$ cat config.mk
export PLATFORM = sky130hd
export DESIGN_NAME = scltps_div_cell
export DESIGN_NICKNAME = d
export VERILOG_FILES = /design/src/rtl/scltps_pkg.sv /design/src/rtl/scltps_div_cell.sv
export SDC_FILE = /design/constraint.sdc
export NUM_CORES = 1
export LEC_CHECK = 0
export BUFFER_PORTS_ARGS = -buffer_cell sky130_fd_sc_hd__buf_2
export CAP_MARGIN = 5
export CORE_MARGIN = 10
export CORE_UTILIZATION = 45
export CTS_BUF_LIST = sky130_fd_sc_hd__clkbuf_2
export DETAILED_ROUTE_END_ITERATION = 7
export PLACE_DENSITY = 0.72
export SKIP_CTS_REPAIR_TIMING = 1
export SLEW_MARGIN = 20
export SYNTH_ARGS = -nofsm -noshare
export SYNTH_HDL_FRONTEND = slang
export SYNTH_SLANG_ARGS = --single-unit
$ cat constraint.sdc
create_clock -name aclk -period 3.35 [get_ports aclk]
set_clock_uncertainty 0.1 [all_clocks]
set_input_delay 0.335 -clock aclk [delete_from_list [all_inputs] [get_ports aclk]]
set_output_delay 0.335 -clock aclk [all_outputs]
set_load 0.03 [all_outputs]
$ cat src/rtl/scltps_pkg.sv
// shared constants and types for the scl timing prescaler search unit
package scltps_pkg;

    // search range
    localparam int PRESCALER_COUNT = 16;
    localparam int MAX_TICKS       = 255;

    // field widths
    localparam int REF_W    = 28;
    localparam int TARGET_W = 20;
    localparam int PCODE_W  = 4;
    localparam int TICK_W   = 8;
    localparam int WORD_W   = 32;
    localparam int NIB_W    = 4;

    // stream widths, whole bytes
    localparam int S_TDATA_W = ((TARGET_W + 7) / 8) * 8;
    localparam int M_FIELD_W = PCODE_W + TICK_W + WORD_W;
    localparam int M_TDATA_W = ((M_FIELD_W + 7) / 8) * 8;

    // divider sizing: quotient gets one extra bit to catch tick counts above range
    localparam int QUO_W     = $clog2(MAX_TICKS + 1) + 1;
    localparam int DIV_STEPS = QUO_W;
    localparam int PMUL_W    = $clog2(PRESCALER_COUNT + 1);
    localparam int DIV_W     = TARGET_W + 1 + PMUL_W;
    localparam int DSH_W     = DIV_W + QUO_W - 1;

    // configuration port
    localparam int ADDR_W = 2;
    localparam int DATA_W = 32;
    localparam logic [ADDR_W-1:0] ADDR_REF_CLOCK = ADDR_W'(0);
    localparam logic [REF_W-1:0]  REF_RESET      = REF_W'(80000000);

    // fixed codes
    localparam logic [PCODE_W-1:0] FALLBACK_PCODE = PCODE_W'(14);
    localparam logic [TICK_W-1:0]  FALLBACK_TICKS = TICK_W'(254);
    localparam logic [NIB_W-1:0]   SETUP_CODE     = NIB_W'(2);
    localparam logic [NIB_W-1:0]   HOLD_CODE      = NIB_W'(2);

    // one prescaler lane inside the divider chain
    typedef struct packed {
        logic [REF_W-1:0] rem;
        logic [DSH_W-1:0] dsh;
        logic [QUO_W-1:0] quo;
    } div_lane_t;

    // running best candidate handed along the select chain
    typedef struct packed {
        logic               found;
        logic [REF_W-1:0]   rem;
        logic [PCODE_W-1:0] pcode;
        logic [TICK_W-1:0]  tcode;
    } best_t;

endpackage

$ cat src/rtl/scltps_div_cell.sv
// one restoring division step for one prescaler lane, registered
module scltps_div_cell (
    input  logic                  aclk,
    input  logic                  en,
    input  scltps_pkg::div_lane_t lane_i,
    output scltps_pkg::div_lane_t lane_o
);
    import scltps_pkg::*;

    div_lane_t lane_reg;
    div_lane_t lane_next;
    logic      fits;

    always_comb begin
        fits            = DSH_W'(lane_i.rem) >= lane_i.dsh;
        lane_next.rem   = fits ? (lane_i.rem - lane_i.dsh[REF_W-1:0]) : lane_i.rem;
        lane_next.dsh   = lane_i.dsh >> 1;
        lane_next.quo   = {lane_i.quo[QUO_W-2:0], fits};
    end

    always_ff @(posedge aclk) begin
        if (en) begin
            lane_reg <= lane_next;
        end
    end

    assign lane_o = lane_reg;

endmodule

==> impl_metrics.ini <==
[clock_tree]
numCtsBuffers = 9
clkSlewWorstSetupHoldPaths_ps = 190
cts_sinks = 70
ctsLongestPathBuffers = 2
clock-root-buffer = clkbuf_2
cts-htree-levels = 3
cts_tree = yes

[logic_synthesis]
synth_edf_count = 70
synthMuxAreaShare_pct = 8.281
ys.flop_type = edfxtp_1
synth_area_leader_cell = edfxtp_1
synth.area.top_cells = edfxtp_1 48%, ha_1 8.1%, mux2_4 5.5%
synthSimpleGateAreaFrac_pct = 9.229
syn_area_um2 = 4352
synth_xor_xnor_area_share_pct = 4.227
synth_nets = 477
synth_top_family_by_area = compound AO/OA/AOI/OAI gates
ys_ff_latch = 70
synth_compound_area_share_pct = 15.73
synthAdderAreaFrac_pct = 8.511
yosysWarnings = 0
synth_cell_types = 61
syn_inst = 375
async_flop_share_pct = 0
ys_seq_area_share_pct = 48.30
postSynthAreaPerCell_um2 = 11.60
netlist.area_leader.share_pct = 48.30

[cells_and_area]
area_delta_synth_final_pct = 33.44
diodes = 0
fin_area_um2 = 5807
multi_input_area_um2 = 2004
largest_reg_flops = 70
seqCellArea_um2 = 2102
fillers = 760
nNetsFinal = 674
drive_gt1_share_pct = 34.49

[timing]
finalSetupViolCount = 0
fin_ws_ps = 287.8
final.setup.tns_ps = 0
timing.hold.ws_ps = 38.37
min_period_ps = 3062
rsz0062_at_grt = no
final.period_utilization_pct = 91.41
worst_pin_slew_ps = 826.5
finalHoldViolCount = 0
maxSlewViolCount = 0
slew_headroom_pct = 44.90
max_freq_ghz = 0.3266

[pwr]
power_frac_comb_pct = 33.2
p_int_mw = 1.416
seq_power_share_pct = 48.4
power_leakage_nw = 2.569
irDropWorstVdd_mv = 0.2041
p_switching_mw = 0.7674
clkPwrFrac_pct = 18.4
totalPowerFinal_mw = 2.183
sw_frac_of_total_pct = 35.15
power_density_nw_per_um2 = 376.0

[drt]
wl_per_cell_um = 16.69
drcViolationCount = 0
vias = 3679
drtAntennaViolNets = 0
wirelength_um = 11780
drtIter0Drc = 112
routed_via_density = 5.211
dr.pass1.iters = 4

[setup_path]
critPathCaptureType = register
crit_path_start = lane_i[10]
cpMaxStageDelayCell = dlygate4sd3_1
critPathLaunchType = primary input
arrival_ps = 3230
cp.required_ps = 3520
max_stage_delay_ps = 520
path_class = primary input to register
crit_chain = dlygate4sd3_1 -> buf_2 -> inv_1 -> ha_1 -> nor2b_1 -> o311ai_0 -> nand2_1 -> a41oi_1 -> nor4b_1 -> a311oi_1 -> mux2_4
critPathTopFamily = compound AO/OA/AOI/OAI gates
path_buf_inv = 3
crit_fanout = 3

[global_routing]
grt_pass1_wl_um = 17610
track_usage_pct = 15.07
grt_pass1_vias = 3636
antenna_found_initial = 0
overflow = 0
grt_max_degree = 39

[placed_design]
detailed_place_hpwl_um = 8596
gp_congestion = 0.8653
place_area_um2 = 5210
dp_slack_ps = 159.3
port_buffers = 141

[hold_path]
hold_class = primary input to register
hp-start = lane_i[52]
hold_depth = 2
whs_endpoint = lane_o[52]

[floorplan]
die_w_um = 118.3
initial_core_util_pct = 46.65
coreArea_um2 = 9328
dieArea_um2 = 14000
rows = 35
ios = 144
fp.dieH_um = 118.3

[run_status]
status = complete, no violations

[job]
drv_cap = 0
-- area by class of cell --
class	instances	share of cell area [%]
Clock inverter	7	0.7111
Inverter	39	2.521
Sequential cell	70	36.20
Clock buffer	9	0.7757
Multi-Input combinational cell	253	34.52
Tap cell	129	2.780
Timing Repair Buffer	199	22.50
-- power by group through the flow --
| stage | Clock [mW] | Sequential (mW) | Combinational [mW] |
|---|---|---|---|
| after detailed placement | 0 | 1.07 | 0.675 |
| after global routing | 0.454 | 1.06 | 0.792 |
| after CTS | 0.418 | 1.05 | 0.677 |
| after global placement | 0 | 1.07 | 0.664 |
| after floorplan | 0 | 1.22 | 0.318 |
| final | 0.402 | 1.06 | 0.724 |
-- cells by family after synthesis --
family | after synthesis
AOI/OAI and AO/OA | 97
and+or+nand+nor | 78
DFF | 70
buffers and inverters | 52
adders and majority gates | 29
muxes | 27
xor gates and xnor gates | 21
other | 1
-- metrics by stage --
stage / util [%] / std cells
after floorplan: - / 375
after global placement: 55.86 / 639
after detailed placement: 55.86 / 639
after CTS: 56.78 / 655
after global routing: 62.25 / 706
final: 62.25 / 706
-- placed cells by master (no fill, tap or decap), types with 3 or more instances in the layout --
| cell type | n |
|---|---|
| nand4_1 | 6 |
| dlygate4sd3_1 | 51 |
| a21o_1 | 8 |
| a31oi_1 | 6 |
| clkinv_2 | 3 |
| mux2i_1 | 3 |
| nand2b_1 | 3 |
| xnor2_1 | 15 |
| inv_1 | 39 |
| edfxtp_1 | 70 |
| mux2_2 | 8 |
| nor2_1 | 20 |
| a21oi_1 | 28 |
| mux2_4 | 16 |
| buf_2 | 141 |
| and4_1 | 3 |
| nor3_1 | 5 |
| o21ai_0 | 14 |
| o21a_1 | 4 |
| nand2_1 | 19 |
| nor4_1 | 3 |
| buf_12 | 3 |
| o21bai_1 | 6 |
| clkinvlp_4 | 3 |
| nand3_1 | 6 |
| xor2_1 | 6 |
| ha_1 | 28 |
| clkbuf_2 | 9 |
| buf_4 | 4 |
-- how the worst max path moves through the flow --
| stage | endpoint | slack, ps | depth (start not counted) |
|---|---|---|---|
| floorplan | lane_o[53] | 390 | 11 |
| finish | lane_o[64] | 290 | 11 |
| detailed placement | lane_o[49] | 160 | 12 |
| global placement | lane_o[50] | 250 | 11 |
| CTS | lane_o[45] | 730 | 12 |
| global route | lane_o[64] | 50 | 11 |
-- synthesized netlist by cell type (all sizes together), types with 2 or more instances --
library cell  instances
a311oi                2
clkbuf                4
ha                   28
o21ai                16
o311ai                2
nor3                  5
a21o                  8
o2111a                2
a211oi                4
o211ai                2
a21oi                29
or3                   3
nand4                 6
mux2i                 3
and3                  2
buf                   9
nand2                19
nand2b                3
nor2                 21
a41oi                 3
nor4                  5
o21bai                6
a31oi                 6
o211a                 2
xnor2                15
and4                  3
xor2                  6
inv                  39
nand3                 6
edfxtp               70
mux2                 24
o21a                  4
a31o                  3
-- metal layers --
layer	vias up	wire length, µm	share of wire (%)	GRT usage (%)
met4	0	127	1.1	4.637
met3	11	967	8.2	5.569
li1	1802	-	-	-
met2	143	5766	49	24.37
met1	1723	4920	42	18.28
met5	-	0	0	0
No activity file was read; power rests on OpenSTA's default activity.
