### src/rtl/scltps_pkg.sv
// shared constants and types for the scl timing prescaler search unit
package scltps_pkg;

    // search range
    localparam int PRESCALER_COUNT = 16;
    localparam int MAX_TICKS       = 255;

    // field widths
    localparam int REF_W    = 28;
    localparam int TARGET_W = 20;
    localparam int PCODE_W  = 4;
    localparam int TICK_W   = 8;
    localparam int WORD_W   = 32;
    localparam int NIB_W    = 4;

    // stream widths, whole bytes
    localparam int S_TDATA_W = ((TARGET_W + 7) / 8) * 8;
    localparam int M_FIELD_W = PCODE_W + TICK_W + WORD_W;
    localparam int M_TDATA_W = ((M_FIELD_W + 7) / 8) * 8;

    // divider sizing: quotient gets one extra bit to catch tick counts above range
    localparam int QUO_W     = $clog2(MAX_TICKS + 1) + 1;
    localparam int DIV_STEPS = QUO_W;
    localparam int PMUL_W    = $clog2(PRESCALER_COUNT + 1);
    localparam int DIV_W     = TARGET_W + 1 + PMUL_W;
    localparam int DSH_W     = DIV_W + QUO_W - 1;

    // configuration port
    localparam int ADDR_W = 2;
    localparam int DATA_W = 32;
    localparam logic [ADDR_W-1:0] ADDR_REF_CLOCK = ADDR_W'(0);
    localparam logic [REF_W-1:0]  REF_RESET      = REF_W'(80000000);

    // fixed codes
    localparam logic [PCODE_W-1:0] FALLBACK_PCODE = PCODE_W'(14);
    localparam logic [TICK_W-1:0]  FALLBACK_TICKS = TICK_W'(254);
    localparam logic [NIB_W-1:0]   SETUP_CODE     = NIB_W'(2);
    localparam logic [NIB_W-1:0]   HOLD_CODE      = NIB_W'(2);

    // one prescaler lane inside the divider chain
    typedef struct packed {
        logic [REF_W-1:0] rem;
        logic [DSH_W-1:0] dsh;
        logic [QUO_W-1:0] quo;
    } div_lane_t;

    // running best candidate handed along the select chain
    typedef struct packed {
        logic               found;
        logic [REF_W-1:0]   rem;
        logic [PCODE_W-1:0] pcode;
        logic [TICK_W-1:0]  tcode;
    } best_t;

endpackage

### src/rtl/scltps_sel_cell.sv
// checks one prescaler lane and keeps the candidate with the smaller remainder
module scltps_sel_cell (
    input  logic                         aclk,
    input  logic                         en,
    input  scltps_pkg::div_lane_t        lane_i,
    input  logic [scltps_pkg::PCODE_W-1:0] code_i,
    input  scltps_pkg::best_t            best_i,
    output scltps_pkg::best_t            best_o
);
    import scltps_pkg::*;

    best_t best_reg;
    best_t best_next;
    logic  in_range;
    logic  take;

    always_comb begin
        in_range = (lane_i.quo != '0) && (lane_i.quo <= QUO_W'(MAX_TICKS));
        // strict compare: the earlier prescaler wins a tie
        take     = in_range && (!best_i.found || (lane_i.rem < best_i.rem));
        best_next = best_i;
        if (take) begin
            best_next.found = 1'b1;
            best_next.rem   = lane_i.rem;
            best_next.pcode = code_i;
            best_next.tcode = TICK_W'(lane_i.quo - QUO_W'(1));
        end
    end

    always_ff @(posedge aclk) begin
        if (en) begin
            best_reg <= best_next;
        end
    end

    assign best_o = best_reg;

endmodule

### config.mk
export PLATFORM = sky130hd
export DESIGN_NAME = scltps_sel_cell
export DESIGN_NICKNAME = d
export VERILOG_FILES = /design/src/rtl/scltps_pkg.sv /design/src/rtl/scltps_sel_cell.sv
export SDC_FILE = /design/constraint.sdc
export NUM_CORES = 1
export LEC_CHECK = 0
export ABC_AREA = 1
export BUFFER_PORTS_ARGS = -buffer_cell sky130_fd_sc_hd__buf_2
export CORE_ASPECT_RATIO = 0.75
export CORE_MARGIN = 10
export CORE_UTILIZATION = 40
export DETAILED_ROUTE_END_ITERATION = 10
export GPL_ROUTABILITY_DRIVEN = 0
export PLACE_DENSITY = 0.77
export SETUP_SLACK_MARGIN = 0.3
export SYNTH_ARGS = -nofsm -noshare
export SYNTH_HDL_FRONTEND = slang
export SYNTH_SLANG_ARGS = --single-unit
### constraint.sdc
create_clock -name aclk -period 1.7 [get_ports aclk]
set_input_delay 0.17 -clock aclk [delete_from_list [all_inputs] [get_ports aclk]]
set_output_delay 0.17 -clock aclk [all_outputs]
set_load 0.05 [all_outputs]
==> summary.md, run 1 <==
| Metric | Value |
|---|---|
| Status | `completed` |
| Max-cap violations | `0` |
| Clock edge transition at the registers on the reported setup and hold paths | `0.08 ns` |
| Largest net degree at the start of global routing | `42` |
| Worst-margin pin slew | `0.367 ns` |
| Crit. End Element | `register` |
| Yosys top cell area share | `44.5%` |
| Synth unique cells | `21` |
| Initial antenna violation count | `0` |
| Initial DRC Count | `121` |
| RSZ-0062 raised after global routing | `yes` |
| Leak | `0.00218 uW` |
| CTS tree | `built` |
| Crit path from | `best_i[31]` |
| First-pass GRT wire length | `14.2 mm` |
| Worst slew margin | `75.4%` |
| Final WL | `9.21 mm` |
| Fin Hold WS | `0.141 ns` |
| Via density | `4.94` |
| Critical Path AT | `1.67 ns` |
| Mapped Cells | `335` |
| Commonest non-fill, non-tap cell in the layout | `buf_2` |
| Hold-fix buffers, CTS | `0` |
| TritonRoute pass-1 iters | `4` |
| HP Class | `primary input to register` |
| Register area | `1230 um2` |
| Die ar. | `10700 um2` |
| WL/cell | `16.2 um` |
| H-tree depth | `2` |
| Total GRT Usage | `16.3%` |
| Max Slew Vio Count | `0` |
| Commonest cells after routing, fill and taps aside | `buf_2, nand2_1, nand3_1, edfxtp_1, nand2_2` |
| DRC | `0` |
| CTS Buf Count | `5` |
| Critical path class | `primary input to register` |
| CP max stage delay | `0.21 ns` |
| Number of enable flip-flop cells after synthesis | `41` |
| Seq/Total Area, Yosys | `44.5%` |
| Worst path cell trace | `buf_4 -> inv_4 -> ha_4 -> a21o_1 -> nor2_2 -> nand2_1 -> a21oi_2 -> nand2_2 -> nand2_4 -> nand2_8 -> clkbuf_16 -> nand2_2 -> nand2_1` |
| Final-stage net count | `630` |
| Syn Area/Cell | `8.27 um2` |
| FP Rows | `26` |
| Share of cells above drive strength 1 | `53.7%` |
| Max Root-Sink Buffers | `2` |
| Mapped Area | `2770 um2` |
| Final antenna diode count | `0` |
| Via Count | `2807` |
| Seq cells post-synth | `41` |
| Total number of yosys warnings | `0` |
| Core ar. | `6770 um2` |
| Hold Vio Cnt, Final | `0` |
| Routed Antenna Nets | `0` |
| Largest register FFs | `41` |
| Vias in the first global route | `3039` |
| Area Overhead vs Synth | `60.8%` |
| Pwr per Cell Area | `722 nW/um2` |
| Grt total ovfl | `0` |
| Type of origin of the critical path | `primary input` |
| Synth area leaders | `edfxtp_1, nand2_1, ha_1` |
| # IOs | `159` |
| Fmax | `615 MHz` |
| Period utilization | `95.6%` |
| Area occupied by multi-input gates | `1770 um2` |
| Critical path peak fanout | `7` |
| WP data required | `1.75 ns` |
| Total negative slack | `0 ns` |
| Mapped Nets | `482` |
| CTS Sinks | `41` |
| Final Critical Period | `1.63 ns` |
| Filler Cells Inserted | `575` |
| Fraction of registers with async set/reset | `0%` |
| Hold Startpoint | `best_i[14]` |
| Main synth FF type | `edfxtp_1` |
| Synth area leader | `edfxtp_1` |
| I/O Buffers | `124` |
| Die Wd | `116 um` |
| Slowest cell on crit path | `clkbuf_16` |
| Clock root buffer master | `clkbuf_8` |
| Starting Density | `40.9%` |
| Final setup viols | `0` |
| Die span in y | `92.1 um` |
| Peak supply drop | `0.000373 V` |
| Final HPWL DP | `6.91 mm` |
[where the power goes]
| part | internal, uW | total, uW | switching [uW] |
|---|---|---|---|
| clock network | 278 | 635 | 357 |
| registers | 1240 | 1270 | 27.6 |
| logic | 473 | 1310 | 836 |
| total | 1990 | 3210 | 1220 |
[logic make-up (layout without fill, tap and decap cells)]
family / count (synthesis) / count (layout) / share of synthesized area [%]
and+or+nand+nor: 193 / 193 / 29.4
buffers and inverters: 55 / 204 / 8.90
DFF: 41 / 41 / 44.5
adders and majority gates: 29 / 29 / 13.1
AOI/OAI and AO/OA: 11 / 11 / 2.26
xor gates and xnor gates: 6 / 6 / 1.90
[timing repair]
item	4_1_cts	5_1_grt
setup endpoints to repair	40	41
resized for setup	20	62
hold endpoints to repair	0	0
cloned	2	1
buffers inserted	0	1
pin swaps	3	15
[Yosys cell counts (2+ instances only)]
master    instances
nand2_1         125
nand3_1          44
inv_1            43
edfxtp_1         41
ha_1             29
nor2_1           15
a21oi_1           8
buf_2             8
buf_6             4
xnor2_1           3
xor2_1            3
a21o_1            2
nor3_1            2
[stage by stage]
stage	worst slack (ns)	util (%)	cell area, um2	std cells	power (uW)
final	0.0750	65.8	4450	568	3210
after global routing	-0.0104	65.8	4450	568	3380
after CTS	0.0937	62.3	4210	566	3150
after detailed placement	-0.307	59.2	4000	556	2460
after global placement	-0.303	59.2	4000	556	2420
after floorplan	0.122	-	3090	335	2030
[worst paths after layout]
path,end,slack [ns],depth (start not counted)
max,best_o[15],0.07,13
min,best_o[14],0.14,3
[area by class of cell]
cell class                 instances  share of cell area [%]
multi-input combinational        239                    39.6
inverter                          43                    4.64
clock buffer                       5                    1.55
sequential                        41                    27.6
tap                               84                    2.36
clock inverter                     3                   0.281
timing repair buffer             153                    23.9
[routing by layer]
| metal | vias up | share of wire (%) | track usage (%) |
|---|---|---|---|
| li1 | 1387 | - | - |
| met1 | 1309 | 41 | 18.4 |
| met2 | 107 | 51 | 30.4 |
| met3 | 4 | 8.0 | 4.36 |
| met4 | 0 | 0.61 | 2.49 |
| met5 | - | 0 | 0 |
[critical path, delay by kind of cell]
kind	cells	cell delay [ns]
simple gates	7	0.59
buf+inv	3	0.39
compound gates	2	0.33
fa+ha+maj	1	0.19
Power figures use the tool's default switching activity.
==> inputs of run 2 (changes only) <==
--- a/config.mk
+++ b/config.mk
@@ -5,14 +5,13 @@
 export SDC_FILE = /design/constraint.sdc
 export NUM_CORES = 1
 export LEC_CHECK = 0
-export ABC_AREA = 1
 export BUFFER_PORTS_ARGS = -buffer_cell sky130_fd_sc_hd__buf_2
 export CORE_ASPECT_RATIO = 0.75
 export CORE_MARGIN = 10
 export CORE_UTILIZATION = 40
 export DETAILED_ROUTE_END_ITERATION = 10
 export GPL_ROUTABILITY_DRIVEN = 0
-export PLACE_DENSITY = 0.77
+export PLACE_DENSITY = 0.7
 export SETUP_SLACK_MARGIN = 0.3
 export SYNTH_ARGS = -nofsm -noshare
 export SYNTH_HDL_FRONTEND = slang
==> summary.md, run 2 <==
| Metric | Value |
|---|---|
| Total number of yosys warnings | `0` |
| Routing usage on met1 | `25.5%` |
| Final WL | `17.9 mm` |
| Final Critical Period | `2.06 ns` |
| Die span in y | `109 um` |
| Internal Pwr Total | `2690 uW` |
| Final antenna diode count | `0` |
| I/O Buffers | `124` |
| Sw frac | `39.3%` |
| Area Overhead vs Synth | `69.2%` |
| Global routing's busiest layer | `met2` |
| Hold Vio Cnt, Final | `0` |
| Max Root-Sink Buffers | `2` |
| Total Power | `4430 uW` |
| CP delay by family, top | `compound AO/OA/AOI/OAI gates` |
| Syn Area/Cell | `9.38 um2` |
| Initial antenna violation count | `0` |
| CP max stage delay | `0.34 ns` |
| Period utilization | `121%` |
| WP data required | `1.71 ns` |
| Seq cells post-synth | `41` |
| Slowest cell on crit path | `a221oi_4` |
| Number of enable flip-flop cells after synthesis | `41` |
| Most instantiated library cell after synthesis | `nand2_1` |
| Critical Path AT | `2.07 ns` |
| Register share of total power | `29.3%` |
| Commonest cells after routing, fill and taps aside | `buf_2, buf_4, nand2_1` |
| Share of cells above drive strength 1 | `59.6%` |
| Final WS setup | `-0.357 ns` |
| Core ar. | `10300 um2` |
| Worst path cell trace | `buf_8 -> inv_12 -> ha_4 -> o21a_2 -> o211a_4 -> a221oi_4 -> buf_6 -> buf_12 -> a211oi_4 -> a41oi_2 -> o211ai_1` |
| H-tree depth | `2` |
| Clock edge transition at the registers on the reported setup and hold paths | `0.07 ns` |
| Final core occ | `69.6%` |
| Main synth FF type | `edfxtp_1` |
| Via Count | `4878` |
| Die Wd | `139 um` |
| # IOs | `159` |
| Total negative slack | `-11.82 ns` |
| Fraction of registers with async set/reset | `0%` |
| Synth area leaders | `edfxtp_1, ha_1, a41oi_1` |
| Total GRT Usage | `19.9%` |
| CTS Buf Count | `5` |
| Place WS | `-0.719 ns` |
| CTS tree | `built` |
| Synth unique cells | `47` |
| Logic pwr share | `48.6%` |
| Hold-fix buffers, CTS | `0` |
| Buf/Inv on CP | `4` |
| Worst-margin pin slew | `0.522 ns` |
| Type of origin of the critical path | `primary input` |
| Met3 Usage GRT | `5.00%` |
| Status | `complete, but fails checks` |
| Clk pwr share | `22.1%` |
| Pwr per Cell Area | `619 nW/um2` |
| Largest register FFs | `41` |
| Die ar. | `15100 um2` |
| First-pass GRT wire length | `25.0 mm` |
| Mapped Nets | `598` |
| Seq/Total Area, Yosys | `29.1%` |
| Final HPWL DP | `10.4 mm` |
| Grt met2 use | `33.7%` |
| Critical path peak fanout | `5` |
| Max-cap violations | `0` |
| Largest net degree at the start of global routing | `74` |
| Critical path class | `primary input to register` |
| Finished Cell Area | `7160 um2` |
| Synth cell count leaders | `nand2_1, edfxtp_1, o211ai_1, a211oi_1, a41oi_1` |
| Vias in the first global route | `4850` |
| FP Rows | `32` |
| Final-stage net count | `807` |
| CTS Sinks | `41` |
| Commonest non-fill, non-tap cell in the layout | `buf_2` |
| Fmax | `486 MHz` |
| RSZ-0062 raised after global routing | `yes` |
| Mapped Cells | `451` |
| Yosys top cell area share | `29.1%` |
| TritonRoute pass-1 iters | `5` |
| Mapped Area | `4230 um2` |
| Failing checks | `setup timing` |
| Final setup viols | `40` |
| Max Slew Vio Count | `0` |
| Switching pwr | `1740 uW` |
| Clock root buffer master | `clkbuf_16` |
| Worst slew margin | `65.2%` |
| HP Class | `primary input to register` |
| DRC | `0` |
| Grt total ovfl | `0` |
| Peak supply drop | `0.000477 V` |
| Placed Instance Area | `5480 um2` |
| Via density | `6.12` |
| WL/cell | `22.4 um` |
| Leak | `0.00274 uW` |
| Crit. End Element | `register` |
| Initial DRC Count | `338` |
| Starting Density | `41.1%` |
| Routed Antenna Nets | `0` |
| Synth area leader | `edfxtp_1` |
==> run 2: changes by cell type in the layout (fill, tap and decap cells not counted), sizes merged, moves of 7 or more <==
cell	previous run	this run
a211oi	0	37
a21oi	8	19
a31oi	0	29
a41oi	0	37
and3	0	7
buf	152	241
inv	43	31
nand2	127	55
nand3	44	1
nor2	16	31
o211ai	0	40
==> run 2: final cells by class <==
class	count	area (um2)
clock inverters	2	10.0
well taps	136	170
fillers	718	3130
repair buffers	247	2170
flip-flops and latches	41	1230
multi-input cells	333	3280
clock buffers	6	129
inverters	32	165
==> run 2: tightest hold or removal path, cell delays in order <==
cell	delay [ns]
buf_2	0.09
nand2_1	0.05
o211ai_1	0.08
==> run 2: power by group through the flow <==
stage | Sequential [uW] | Combinational [uW] | Clock (uW)
after CTS | 1290 | 1870 | 969
after floorplan | 1730 | 669 | 0
after global routing | 1300 | 2260 | 1030
after detailed placement | 1310 | 1590 | 0
final | 1300 | 2150 | 981
after global placement | 1310 | 1550 | 0
==> run 2: worst paths after layout <==
kind,cells after the start,start,endpoint
max,11,best_i[14],best_o[28]
min,3,best_i[7],best_o[7]
==> run 2: logic make-up after synthesis <==
family                     after synthesis  share of synthesized area [%]
DFF                                     41                           29.1
AOI/OAI and AO/OA                      180                           32.0
buffers and inverters                   78                           16.4
adders and majority gates               29                           8.58
and+or+nand+nor                        117                           12.6
xor gates and xnor gates                 6                           1.24
==> run 2: what timing repair did <==
item	4_1_cts	5_1_grt
gates resized for setup	84	101
pin swaps	36	71
endpoints found under the setup margin	41	41
setup buffers	19	8
cloned	9	6
==> run 2: per-layer routing <==
layer | part of all wire (%) | wire (um) | vias up
li1 | - | - | 2189
met1 | 41 | 7350 | 2369
met2 | 48 | 8600 | 283
met3 | 8.8 | 1580 | 37
met4 | 2.0 | 364 | 0
met5 | 0 | 0 | -
==> run 2: metrics by stage <==
step | hold WS [ns] | instances
floorplan | 0.282 | 451
global placement | 0.492 | 747
detailed placement | 0.510 | 747
CTS | 0.216 | 783
global route | 0.221 | 797
finish | 0.213 | 797
==> inputs of run 3 (changes only) <==
--- a/config.mk
+++ b/config.mk
@@ -13,6 +13,7 @@
 export GPL_ROUTABILITY_DRIVEN = 0
 export PLACE_DENSITY = 0.7
 export SETUP_SLACK_MARGIN = 0.3
+export SKIP_CTS_REPAIR_TIMING = 1
 export SYNTH_ARGS = -nofsm -noshare
 export SYNTH_HDL_FRONTEND = slang
 export SYNTH_SLANG_ARGS = --single-unit
==> summary.md, run 3 (same netlist as run 2, synthesis figures left out) <==
| Metric | Value |
|---|---|
| Via Count | `4846` |
| WP data required | `1.72 ns` |
| Logic pwr share | `47.2%` |
| CP max stage delay | `0.26 ns` |
| Slowest cell on crit path | `ha_4` |
| Worst Hold Endpoint | `best_o[11]` |
| Area Overhead vs Synth | `60.0%` |
| CTS tree | `built` |
| Clk pwr share | `22.5%` |
| Filler Cells Inserted | `784` |
| Hold Path Cell Cnt | `3` |
| DRC | `0` |
| Core ar. | `10300 um2` |
| Peak supply drop | `0.000459 V` |
| Final WL | `17.2 mm` |
| HP Class | `primary input to register` |
| Critical Path AT | `2.04 ns` |
| TritonRoute pass-1 iters | `5` |
| Grt total ovfl | `0` |
| Hold Vio Cnt, Final | `0` |
| Crit. End Element | `register` |
| Post-route non-filler standard cell count | `788` |
| Critical path peak fanout | `8` |
| WL/cell | `21.8 um` |
| Worst slew margin | `74.4%` |
| Critical path class | `primary input to register` |
| Vias in the first global route | `4578` |
| Final-stage net count | `798` |
| Routed Antenna Nets | `0` |
| Switching pwr | `1680 uW` |
| CTS Buf Count | `5` |
| Largest register FFs | `41` |
| Final HPWL DP | `10.4 mm` |
| Largest net degree at the start of global routing | `74` |
| Initial DRC Count | `472` |
| Leak | `0.00262 uW` |
| Clock root buffer master | `clkbuf_16` |
| Max Root-Sink Buffers | `2` |
| Clock edge transition at the registers on the reported setup and hold paths | `0.06 ns` |
| # IOs | `159` |
| Register area | `1230 um2` |
| Share of cells above drive strength 1 | `58.0%` |
| Internal Pwr Total | `2610 uW` |
| Final setup viols | `40` |
| Die ar. | `15100 um2` |
| Cells after DPL | `747` |
| Via density | `6.15` |
| Commonest cells after routing, fill and taps aside | `buf_2, buf_4, nand2_1` |
| Failing checks | `setup timing` |
| Pwr per Cell Area | `633 nW/um2` |
| Worst path cell trace | `buf_2 -> inv_2 -> ha_4 -> and4_4 -> o211a_4 -> a221oi_4 -> buf_6 -> a21o_4 -> buf_12 -> buf_8 -> a31oi_1 -> o211ai_1` |
| Final antenna diode count | `0` |
| Total Power | `4290 uW` |
| Max-cap violations | `0` |
| I/O Buffers | `124` |
| RSZ-0062 raised after global routing | `yes` |
| Final core occ | `65.8%` |
| Period utilization | `119%` |
| Commonest non-fill, non-tap cell in the layout | `buf_2` |
| Final Critical Period | `2.02 ns` |
| Type of origin of the critical path | `primary input` |
| First-pass GRT wire length | `22.7 mm` |
| Die span in y | `109 um` |
| Max Slew Vio Count | `0` |
| Area occupied by multi-input gates | `3150 um2` |
| Total negative slack | `-9.69 ns` |
| Worst-margin pin slew | `0.383 ns` |
| Status | `complete, but fails checks` |
| Sw frac | `39.2%` |
| Starting Density | `41.1%` |
| H-tree depth | `2` |
| Total GRT Usage | `17.7%` |
| Initial antenna violation count | `0` |
| FP Rows | `32` |
| Fmax | `495 MHz` |
| Hold Startpoint | `best_i[11]` |
| Die Wd | `139 um` |
| Final WS setup | `-0.319 ns` |
| Register share of total power | `30.2%` |
| CTS Sinks | `41` |
run 3: power by group through the flow:
stage / sequential (uW) / combinational (uW) / clock [uW]
after floorplan: 1730 / 669 / 0
after global placement: 1310 / 1550 / 0
after detailed placement: 1310 / 1590 / 0
after CTS: 1290 / 1600 / 969
after global routing: 1300 / 2130 / 1030
final: 1300 / 2020 / 966
run 3: per-stage QoR:
step | setup slack, ns | hold slack, ns | cell area [um2]
after global routing | -0.372 | 0.216 | 6770
after CTS | -0.408 | 0.223 | 5620
after global placement | -0.660 | 0.492 | 5480
after floorplan | -0.278 | 0.282 | 4510
final | -0.319 | 0.219 | 6770
after detailed placement | -0.719 | 0.510 | 5480
run 3: how the worst max path moves through the flow:
stage | startpoint | end | slack [ns] | depth (start not counted)
after global routing | best_i[18] | best_o[7] | -0.37 | 11
after CTS | best_i[14] | best_o[28] | -0.41 | 10
after detailed placement | best_i[14] | best_o[13] | -0.72 | 10
after floorplan | best_i[14] | best_o[10] | -0.28 | 10
final | best_i[22] | best_o[1] | -0.32 | 12
after global placement | best_i[14] | best_o[28] | -0.66 | 10
run 3: final cells by class:
cell class	instances	area share, %
clock inverters	2	0.148
inverters	32	2.33
repair buffers	237	28.3
multi-input cells	334	46.6
clock buffers	6	1.90
well taps	136	2.51
flip-flops and latches	41	18.2
run 3: critical path, delay by kind of cell:
family / cells / cell delay [ns]
adder cells (fa/ha/maj): 1 / 0.26
buffers and inverters: 5 / 0.59
AO/OA/AOI/OAI: 5 / 0.75
AND/OR/NAND/NOR: 1 / 0.25
run 3: per-layer routing:
| metal | up-vias | routed length (um) | global-route usage [%] | share of wire [%] |
|---|---|---|---|---|
| met2 | 288 | 8150 | 29.5 | 48 |
| li1 | 2180 | - | - | - |
| met4 | 0 | 310 | 2.67 | 1.8 |
| met3 | 34 | 1460 | 4.39 | 8.5 |
| met5 | - | 0 | 0 | 0 |
| met1 | 2344 | 7230 | 23.3 | 42 |
